==> src/sv/vptw_pkg.sv <==
package vptw_pkg;

	localparam int FRAC_BITS_DEF  = 16;
	localparam int STORE_DEPTH    = 32;
	localparam int PROJ_BASE      = 16;
	localparam int FIFO_DEPTH_DEF = 4;
	localparam int CFG_IDX_W      = 2;
	localparam int CFG_DATA_W     = 13;

	typedef enum logic {
		MODE_LOAD    = 1'b0,
		MODE_PROJECT = 1'b1
	} mode_t;

	typedef enum logic [CFG_IDX_W-1:0] {
		CFG_LEFT   = 2'd0,
		CFG_BOTTOM = 2'd1,
		CFG_SPAN_X = 2'd2,
		CFG_SPAN_Y = 2'd3
	} cfg_reg_t;

	typedef struct packed {
		logic signed [31:0] x;
		logic signed [31:0] y;
		logic signed [31:0] z;
	} point_t;

	typedef struct packed {
		logic [11:0] left;
		logic [11:0] bottom;
		logic [12:0] span_x;
		logic [12:0] span_y;
	} viewport_t;

endpackage

==> src/sv/vptw_fifo.sv <==
module vptw_fifo #(
	parameter int WIDTH = 96,
	parameter int DEPTH = 4
) (
	input  logic             clk,
	input  logic             arst_n,
	input  logic             push,
	input  logic [WIDTH-1:0] din,
	output logic             full,
	input  logic             pop,
	output logic [WIDTH-1:0] dout,
	output logic             not_empty
);

	localparam int PW = (DEPTH > 1) ? $clog2(DEPTH) : 1;
	localparam int CW = $clog2(DEPTH + 1);

	logic [WIDTH-1:0] mem_q [DEPTH];
	logic [PW-1:0]    wr_q, rd_q;
	logic [CW-1:0]    cnt_q;

	function automatic logic [PW-1:0] nxt(input logic [PW-1:0] p);
		logic [PW-1:0] r;
		r = (p == PW'(DEPTH - 1)) ? '0 : p + PW'(1);
		return r;
	endfunction

	assign full      = (cnt_q == CW'(DEPTH));
	assign not_empty = (cnt_q != '0);
	assign dout      = mem_q[rd_q];

	always_ff @(posedge clk) begin
		if (push) begin
			mem_q[wr_q] <= din;
		end
	end

	always_ff @(posedge clk or negedge arst_n) begin
		if (!arst_n) begin
			wr_q  <= '0;
			rd_q  <= '0;
			cnt_q <= '0;
		end else begin
			if (push) begin
				wr_q <= nxt(wr_q);
			end
			if (pop) begin
				rd_q <= nxt(rd_q);
			end
			if (push && !pop) begin
				cnt_q <= cnt_q + CW'(1);
			end else if (pop && !push) begin
				cnt_q <= cnt_q - CW'(1);
			end
		end
	end

endmodule

==> src/sv/vptw_front.sv <==
module vptw_front import vptw_pkg::*; #(
	parameter int FIFO_DEPTH = FIFO_DEPTH_DEF
) (
	input  logic                  clk,
	input  logic                  arst_n,
	input  logic                  in_valid,
	output logic                  in_ready,
	input  logic                  mode,
	input  logic [4:0]            coef_index,
	input  logic signed [31:0]    coef_value,
	input  logic signed [31:0]    point_x,
	input  logic signed [31:0]    point_y,
	input  logic signed [31:0]    point_z,
	input  logic                  cfg_valid,
	output logic                  cfg_ready,
	input  logic [CFG_IDX_W-1:0]  cfg_index,
	input  logic [CFG_DATA_W-1:0] cfg_data,
	output logic signed [31:0]    coef [STORE_DEPTH],
	output viewport_t             vp,
	output point_t                pt,
	output logic                  pt_valid,
	input  logic                  pt_pop,
	input  logic                  matrix_busy
);

	logic signed [31:0] coef_q [STORE_DEPTH];
	viewport_t          vp_q;
	logic               full, busy, take;
	point_t             pin;

	assign busy      = pt_valid || matrix_busy;
	assign in_ready  = (mode == MODE_PROJECT) ? !full : !busy;
	assign take      = in_valid && in_ready;
	assign cfg_ready = 1'b1;
	assign pin       = '{x: point_x, y: point_y, z: point_z};
	assign coef      = coef_q;
	assign vp        = vp_q;

	// coefficients only change with the queue and the eye-space stages drained
	always_ff @(posedge clk) begin
		if (take && mode == MODE_LOAD) begin
			coef_q[coef_index] <= coef_value;
		end
	end

	always_ff @(posedge clk or negedge arst_n) begin
		if (!arst_n) begin
			vp_q <= '{left: 12'd0, bottom: 12'd0, span_x: 13'd640, span_y: 13'd480};
		end else if (cfg_valid && cfg_ready) begin
			unique case (cfg_reg_t'(cfg_index))
				CFG_LEFT:   vp_q.left   <= cfg_data[11:0];
				CFG_BOTTOM: vp_q.bottom <= cfg_data[11:0];
				CFG_SPAN_X: vp_q.span_x <= cfg_data;
				CFG_SPAN_Y: vp_q.span_y <= cfg_data;
				default: ;
			endcase
		end
	end

	vptw_fifo #(
		.WIDTH($bits(point_t)),
		.DEPTH(FIFO_DEPTH)
	) u_fifo (
		.clk      (clk),
		.arst_n   (arst_n),
		.push     (take && mode == MODE_PROJECT),
		.din      (pin),
		.full     (full),
		.pop      (pt_pop),
		.dout     (pt),
		.not_empty(pt_valid)
	);

endmodule

==> config.mk <==
export PLATFORM = sky130hd
export DESIGN_NAME = vptw_front
export DESIGN_NICKNAME = d
export VERILOG_FILES = /design/src/sv/vptw_pkg.sv /design/src/sv/vptw_fifo.sv /design/src/sv/vptw_front.sv
export SDC_FILE = /design/constraint.sdc
export NUM_CORES = 1
export LEC_CHECK = 0
export BUFFER_PORTS_ARGS = -buffer_cell sky130_fd_sc_hd__buf_2
export CAP_MARGIN = 25
export CORE_AREA = 2 2 512 514
export DETAILED_ROUTE_END_ITERATION = 8
export DIE_AREA = 0 0 514 516
export PLACE_DENSITY = 0.39
export SYNTH_ARGS = -nofsm -noshare
export SYNTH_HDL_FRONTEND = slang
export SYNTH_HIERARCHICAL = 1
export SYNTH_SLANG_ARGS = --single-unit
==> constraint.sdc <==
create_clock -name clk -period 4.28 [get_ports clk]
set_input_delay 0.642 -clock clk [delete_from_list [all_inputs] [get_ports clk]]
set_output_delay 0.642 -clock clk [all_outputs]
set_load 0.01 [all_outputs]
### After elaboration in Yosys (flattened, before gate mapping)

Memory sizes are Yosys's and may differ from the RTL's.
Cells that the tools add are included.

* bits in registers: 1081
* memories kept: 1
* RAM bits: 384
* bits of input ports: 155

* bitwise operators: 2
* muxes and demuxes: 10
* $lt $le $gt $ge: 2
* reduce and logical (&&, ||, !) cells: 18
* add/sub/neg operators: 4
* equal/unequal tests: 6

Memory list
* u_fifo.mem_q: words 4, bits a word 96, rd ports 1, clocked after memory_dff 0, wr ports 1, line vptw_fifo.sv:18 `logic [WIDTH-1:0] mem_q [DEPTH];`

Operators by type and width (count)
* $bwmux W1024: 1
* $demux W32 S5: 1
* $mux W32: 1
* $eq A2 B2 Y1 const B: 4
* $reduce_and A2 Y1: 4
* $ge A6 B6 Y1 const B: 1
* $logic_and A1 B1 Y1: 6
* $lt A6 B1 Y1 const B: 1
* $mux W3: 2
* $not A5 Y6: 1
* $add A2 B1 Y2 const B: 2
* $logic_not A1 Y1: 4
* $mux W2: 2
* $add A3 B1 Y3 const B: 1
* $eq A3 B3 Y1 const B: 1
* $mux W1: 3
* $reduce_bool A3 Y1: 1
* $sub A3 B1 Y3 const B: 1
* $eq A2 B1 Y1 const B: 1
* $logic_not A2 Y1: 1
* $reduce_bool A2 Y1: 1
* $logic_or A1 B1 Y1: 1
* $not A1 Y1: 1

### Longest topological paths before layout

Gate-level depths: netlist of run 1.

* word-level depth: 10
* mapped depth: 8

### Hierarchy

The synthesis of run 1 kept the hierarchy.

Modules (own cells, without submodules)
* vptw_front: area each 32999.1 µm², cells each 1190, times used 1
* vptw_fifo: area each 14262.4 µm², cells each 539, times used 1

### Worst setup path before layout of run 1

No wires, ideal clock.

* path kind: flip-flop to flip-flop
* start: reg u_fifo.cnt_q[0]
* end: reg coef_q (netlist bit coef[800]), enable pin
* period minus slack after synthesis: 4.336 ns
* buffers on the path: 2
* setup slack: -0.056 ns
* arrival time: 3.875 ns
* cell stages (with the launch flop): 6
* data required time: 3.819 ns
* cell sequence: dfrtp_1 > or3_1 > or4b_1 > buf_2 > buf_6 > nor3_1

* word-level cells in the longest chain between the ends: 6

RTL lines
* start, declared: line vptw_fifo.sv:20 `logic [CW-1:0] cnt_q;`
* start signal, assigned: line vptw_fifo.sv:51 `cnt_q <= cnt_q + CW'(1);`
* start signal, assigned: line vptw_fifo.sv:53 `cnt_q <= cnt_q - CW'(1);`
* $reduce_bool A3 Y1: line vptw_fifo.sv:29 `assign not_empty = (cnt_q != '0);`
* named net pt_valid: line vptw_front.sv:21 `output logic pt_valid,`
* $logic_or A1 B1 Y1: line vptw_front.sv:31 `assign busy = pt_valid || matrix_busy;`
* $logic_not A1 Y1: line vptw_front.sv:32 `assign in_ready = (mode == MODE_PROJECT) ? !full : !busy;`
* $mux W1: line vptw_front.sv:32
* $logic_and A1 B1 Y1: line vptw_front.sv:33 `assign take = in_valid && in_ready;`
* $logic_and A1 B1 Y1: line vptw_front.sv:41 `if (take && mode == MODE_LOAD) begin`
* end signal, assigned by index: line vptw_front.sv:42 `coef_q[coef_index] <= coef_value;`
* end, declared: line vptw_front.sv:26 `logic signed [31:0] coef_q [STORE_DEPTH];`

The timed path passes the listed nets, and every way through them passes these cells.
A chain may end at the register's enable or synchronous reset.

==> results of run 1 <==
## worst max-delay path, delay by kind of cell, from the launching register on
kind,cells,cell delay [ns]
muxes,1,0.59
buffers and inverters,2,0.59
DFF,1,0.79
## through the flow
stage          cells  TNS (ns)  setup slack [ns]  total power [uW]  instance area, um2
2_1_floorplan   1729    -30.82           -0.0559             18800               47300
3_3_place_gp    6511         0              1.05             21000               58900
3_5_place_dp    6515         0              1.06             21000               59000
4_1_cts         6887         0             0.715             35400               65200
5_1_grt         6896         0             0.666             36200               65200
6_report        6913         0             0.875             34800               65200
## sequential cells by signal, indices dropped and copies added (netlist names)
| register | count |
|---|---|
| coef | 1024 |
| u_fifo/rd_q | 2 |
| u_fifo/mem_q | 384 |
| vp | 50 |
| u_fifo/wr_q | 2 |
| u_fifo/cnt_q | 3 |
## layout by cell type (no fill, tap or decap), drive strengths merged, types with 2 or more instances in the layout
cell type and count:
dlygate4sd3 72, mux4 96, nor2 4, nand2b 2
clkinvlp 5, xor2 2, bufinv 12, clkinv 66
ha 6, and2 4, nor3b 2, buf 1418
nand2 4, nand3 2, inv 13, nor3 32
diode 26, dfrtp 51, nand3b 5, or3 2
dfstp 6, mux2 53, or3b 3, edfxtp 1408
o21ai 2, clkbuf 208
## area by class of cell
cell class | count | area [um2] | share of cell area, %
inverter | 4 | 15.0 | 0.0230
antenna | 26 | 65.1 | 0.0997
clock inverter | 92 | 1120 | 1.72
clock buffer | 208 | 4310 | 6.61
multi-input combinational | 226 | 3500 | 5.37
tap | 3402 | 4260 | 6.53
sequential | 1465 | 43700 | 67.0
timing repair buffer | 1490 | 8240 | 12.6
## metal layers
metal	track usage, %	up-vias	routed length [um]
met5	0	-	258
met4	3.12	40	3390
met3	5.93	241	20500
met2	24.4	1295	98000
met1	16.1	13425	72700
li1	-	10465	-
## logic make-up (layout without fill, tap and decap cells)
logic type	after synthesis	count (layout)	share of synthesized area, %
other	1	27	0.00793
AO/OA/AOI/OAI	3	3	0.0371
adder cells (fa/ha/maj)	7	7	0.201
AND/OR/NAND/NOR	63	63	0.831
buffers and inverters	38	1794	0.535
XOR/XNOR	3	3	0.0556
multiplexers	149	149	5.84
flip-flops	1465	1465	92.5
## power by group
group	internal (uW)	switching (uW)
clock	7990	6130
sequential	16300	287
combinational	1620	2490
total	25900	8910
## path summary, 6_finish.rpt
check	to	cells past startpoint	slack [ns]
setup reg to reg	coef[330]$_DFFE_PP_	5	1.11
min in group asynchronous	vp[2]$_DFFE_PN0P_	2	0.49
max in group asynchronous	vp[20]$_DFFE_PN1P_	3	2.99
hold / removal	u_fifo/mem_q[1][33]$_DFFE_PP_	1	0.10
setup / recovery	pt[15]	3	0.87
hold reg to reg	u_fifo/cnt_q[2]$_DFFE_PN0P_	1	0.49
==> out/qor.csv, run 1 <==
metric,value,unit
Yosys warning count,6,
relative slew slack,30.7,%
"Distinct cells, synth",33,
Synth Net Count,1891,
synthesized area per cell,27.3,um2
fmax,294,MHz
Hold/Removal Path Class,primary input to flip-flop,
top-area cell type share of the netlist area,89.5,%
maxcap violations,0,
routability congestion estimate,0.771,
max-slew violations,0,
largest net degree at the start of global routing,61,
Syn-to-layout area delta,38.0,%
1st-iter DRT viols,2549,
Total Wirelength,195,mm
final core occ,25.2,%
clock skew,0.0715,ns
cts repair resizes,0,
"IR drop worst, VDD",345,uV
Hold WS,0.105,ns
row count,187,
die area,0.265,mm2
Final Hold Fails,0,
Mapped Cells,1729,
CTS tree,built,
Synth area leaders,"edfxtp_1 89%, mux4_2 4.6%, dfrtp_1 2.7%",
Via density,3.68,
post-synthesis async set-or-reset flop share,3.89,%
Clock Latency Late Sink,0.83,ns
critical hold path startpoint,point_y[1],
root buffer cell,clkbuf_16,
CP Class,flip-flop to primary output,
Commonest cells post-synth,"1408 x edfxtp_1, 96 x mux4_2, 53 x mux2_2",
"Clk pin slew, worst setup/hold paths",0.06,ns
TritonCTS buffer count,165,
status,completed,
DR WL/cell,28.2,um
CP Max Fanout,23,
Tightest Pin Transition,1.04,ns
RSZ-0062 raised after global routing,false,
initial antenna violation count,69,
die width,514,um
Synth area leader,edfxtp_1,
Starting Density,18.2,%
CTS Hold Bufs,72,
Routed Antenna Nets,0,
top_reg_cell synth,edfxtp_1,
Syn Std Cell Area,0.0473,mm2
WP data required,3.64,ns
Leak,0.0231,uW
most frequent cell after synthesis,edfxtp_1,
critical path's largest stage delay,0.79,ns
Detail Placement HPWL,136,mm
Critical Path Source,u_fifo/rd_q[0]$_DFFE_PN0P_,
# port buffers,1326,
Critical Path Source Type,flip-flop,
vias in the first global route,25355,
Ports,1328,
# DRC,0,
Total GRT Usage,14.1,%
setup violators final,0,
via count,25466,
Die Ht,516,um
fillers,26591,
router iterations before antenna repair,5,
Reg-to-Reg Start,u_fifo/cnt_q[0]$_DFFE_PN0P_,
crit path time final,3.41,ns
post-CTS setup buffer count,0,
worst-path cell chain,"buf_4, mux4_2, buf_2",
Congestion Overflow GR,0,
share of cells above drive strength 1,52.9,%
CTS H-Tree Depth,4,
first-pass GRT wire length,250,mm
CTS max path bufs,3,
placeable core area,0.259,mm2
Final Cycle Share,79.6,%
"EDFF count, synth",1408,
CP max-delay cell,dfrtp_4,
# nets final,3514,
sequential element share of the synthesized area,92.5,%
synthesis-stage register bit count,1465,
Critical Path End Type,primary output,
Sinks on Clock Net,1465,
Worst Path Arrival,2.76,ns
pwr/cell area,533,mW/mm2
(Power assumes the default switching activity.)
==> run 2: changes to the inputs <==
--- a/config.mk
+++ b/config.mk
@@ -5,11 +5,12 @@
 export SDC_FILE = /design/constraint.sdc
 export NUM_CORES = 1
 export LEC_CHECK = 0
+export ABC_AREA = 1
 export BUFFER_PORTS_ARGS = -buffer_cell sky130_fd_sc_hd__buf_2
 export CAP_MARGIN = 25
-export CORE_AREA = 2 2 512 514
+export CORE_AREA = 2 2 519 521
 export DETAILED_ROUTE_END_ITERATION = 8
-export DIE_AREA = 0 0 514 516
+export DIE_AREA = 0 0 521 523
 export PLACE_DENSITY = 0.39
 export SYNTH_ARGS = -nofsm -noshare
 export SYNTH_HDL_FRONTEND = slang
==> constraint.sdc (replaced) <==
create_clock -name clk -period 3.05 [get_ports clk]
set_input_delay 0.4575 -clock clk [delete_from_list [all_inputs] [get_ports clk]]
set_output_delay 0.4575 -clock clk [all_outputs]
set_load 0.01 [all_outputs]
==> run 2 against run 1 <==
Effect of this change:
- setup slack got worse by 0.72 ns
- clock power increased by 38%
- core utilization decreased by 0.053 points
- register-to-register slack got worse by 0.51 ns
- synthesized area increased by 2.7%
- flip-flop and latch count unchanged
- routed wire length decreased by 4.6%
- non-clock buffer count increased by 58
- clock skew decreased by 0.031 ns
- largest cell class unchanged
==> out/qor.csv, run 2 <==
metric,value,unit,change
Tightest Pin Transition,1.07,ns,+0.0270 ns
WP data required,2.59,ns,-1.05 ns
worst setup margin,0.154,ns,-0.721 ns
Top Metal Used,met5,,
maxcap violations,0,,unchanged
1st-iter DRT viols,1710,,-33%
Die Ht,523,um,+1.4%
WL met2,96.1,mm,-1.9%
Mapped Cells,2434,,+41%
Total Wirelength,186,mm,-4.6%
first-pass GRT wire length,243,mm,-2.9%
Congestion Overflow GR,0,,unchanged
fillers,27660,,+4.0%
Synth Net Count,2596,,+37%
CP Class,flip-flop to primary output,,
CTS tree,built,,
worst-path cell chain,"clkinv_2, buf_16, o211ai_1, nand2_1, buf_2",,
Post-Route M1 WL,71.1,mm,-2.3%
largest net degree at the start of global routing,98,,+61%
post-layout instance area,0.0670,mm2,+2.8%
most frequent cells in the layout,"1408 x edfxtp_1, 1326 x buf_2, 359 x nand2_1, 220 x inv_1, 192 x o211ai_1",,
max FFs per register,1024,,unchanged
Final Cycle Share,95.0,%,
share of cells above drive strength 1,41.3,%,-12 points
Critical Path End Type,primary output,,
max-slew violations,0,,unchanged
"EDFF count, synth",1408,,unchanged
"Clk pin slew, worst setup/hold paths",0.06,ns,about the same
Yosys warning count,6,,unchanged
post-CTS setup buffer count,0,,unchanged
synthesized area per cell,19.9,um2,-27%
post-synthesis async set-or-reset flop share,3.89,%,unchanged
placed inst area,0.0606,mm2,+2.7%
fmax,345,MHz,
Via density,3.61,,-2.1%
top-area cell type share of the netlist area,87.1,%,-2.4 points
CTS max path bufs,4,,+1
Sinks on Clock Net,1465,,unchanged
TNS Setup,0,ns,unchanged
"IR drop worst, VDD",504,uV,+46%
TritonCTS buffer count,168,,+1.8%
synthesis-stage register bit count,1465,,unchanged
via count,28022,,+10%
RSZ-0062 raised after global routing,false,,
router iterations before antenna repair,5,,unchanged
Commonest cells post-synth,"1408 x edfxtp_1, 359 x nand2_1, 224 x inv_1",,
Leak,0.0250,uW,+8.1%
Routed Antenna Nets,0,,unchanged
placeable core area,0.267,mm2,+3.0%
Clock Latency Late Sink,0.83,ns,about the same
Syn-to-layout area delta,38.1,%,about the same
Ports,1328,,unchanged
WL met3,15.4,mm,-25%
sequential element share of the synthesized area,90.1,%,-2.4 points
Hold/Removal Path Class,primary input to flip-flop,,
top_reg_cell synth,edfxtp_1,,
row count,190,,+1.6%
root buffer cell,clkbuf_16,,
relative slew slack,28.9,%,-1.8 points
Hold WS,0.113,ns,+0.00844 ns
"Distinct cells, synth",25,,-24%
status,completed,,
CP max-delay cell,dfrtp_4,,
setup violators final,0,,unchanged
area taken by multi-input logic gates,0.00367,mm2,+4.9%
die area,0.272,mm2,+2.7%
Final Hold Fails,0,,unchanged
vias in the first global route,27237,,+7.4%
Worst Path Arrival,2.44,ns,-0.32 ns
Synth area leader,edfxtp_1,,
pwr/cell area,733,mW/mm2,+37%
DR WL/cell,23.9,um,-15%
critical path's largest stage delay,0.49,ns,-0.30 ns
total power,49100,uW,+41%
# nets final,4241,,+21%
most frequent cell after synthesis,edfxtp_1,,
CTS H-Tree Depth,4,,unchanged
Synth area leaders,"edfxtp_1 87%, o211ai_1 3.0%, nand2_1 2.8%",,
initial antenna violation count,43,,-38%
# DRC,0,,unchanged
Syn Std Cell Area,0.0485,mm2,+2.7%
CP Max Fanout,97,,+320%
die width,521,um,+1.4%
Starting Density,18.2,%,-0.048 points
"commonest non-fill, non-tap cell in the layout",edfxtp_1,,
Total GRT Usage,12.9,%,-1.2 points
Detail Placement HPWL,130,mm,-4.9%
# port buffers,1326,,unchanged
Placement Setup Slack,0.301,ns,-0.760 ns
crit path time final,2.90,ns,
Storage cell area,0.0437,mm2,about the same
Critical Path Source Type,flip-flop,,
routability congestion estimate,0.765,,-0.74%
clock skew,0.0406,ns,-0.0310 ns
==> run 2: kinds of logic (layout without fill, tap and decap cells) <==
group,count (synthesis),count (layout),share of synthesized area (%)
flops,1465,1465,90.1
simple gates,412,412,3.36
buf+inv,301,2072,2.72
compound gates,247,247,3.64
fa+ha+maj,7,7,0.196
other cells,1,14,0.00773
xor+xnor,1,1,0.0180
==> run 2: through the flow <==
stage	instances	utilization, %
finish	7770	25.1
global route	7763	25.1
CTS	7754	25.1
detailed placement	7346	22.7
global placement	7346	22.7
floorplan	2434	-
==> run 2: routing by layer <==
| layer | vias to the layer above | GRT usage, % |
|---|---|---|
| met5 | - | 0 |
| met4 | 34 | 2.68 |
| met3 | 224 | 4.45 |
| met2 | 1080 | 23.1 |
| met1 | 14230 | 14.7 |
| li1 | 12454 | - |
==> run 2: report_power, final <==
part	internal, uW	total (uW)	switching, uW
Sequential	22800	23000	236
Combinational	2020	6710	4690
Clock	11100	19400	8310
Total	35900	49100	13200
==> run 2: path summary, 6_finish.rpt <==
kind	to	slack, ns	startpoint	cells after the start
setup / recovery	pt[81]	0.15	u_fifo/rd_q[1]$_DFFE_PN0P_	5
hold / removal	coef[536]$_DFFE_PP_	0.11	coef_value[24]	1
setup reg to reg	coef[424]$_DFFE_PP_	0.60	u_fifo/cnt_q[0]$_DFFE_PN0P_	7
hold reg to reg	u_fifo/cnt_q[2]$_DFFE_PN0P_	0.48	u_fifo/cnt_q[2]$_DFFE_PN0P_	2
max in group asynchronous	vp[9]$_DFFE_PN0P_	1.93	arst_n	4
min in group asynchronous	vp[14]$_DFFE_PN0P_	0.25	arst_n	2
==> run 2: cell type report <==
cell class / count / area share, %
Sequential cell: 1465 / 65.2
Timing Repair Buffer: 1548 / 13.5
Tap cell: 3552 / 6.63
Clock buffer: 209 / 6.58
Multi-Input combinational cell: 668 / 5.48
Inverter: 226 / 1.31
Clock inverter: 87 / 1.19
Antenna cell: 13 / 0.0485
Timing Repair inverter: 2 / 0.0261
==> run 2: what timing repair did <==
item / in CTS / in global routing
gates resized for setup: 1 / 6
hold endpoints to repair: 457 / 0
hold buffers: 112 / 0
setup endpoints to repair: 32 / 34
cloned: 0 / 3
==> run 2: critical path, delay by kind of cell, from the launching register on <==
kind	cells	cell delay [ns]
AO/OA/AOI/OAI	1	0.18
AND/OR/NAND/NOR	1	0.19
buffers and inverters	3	0.61
flip-flops	1	0.49
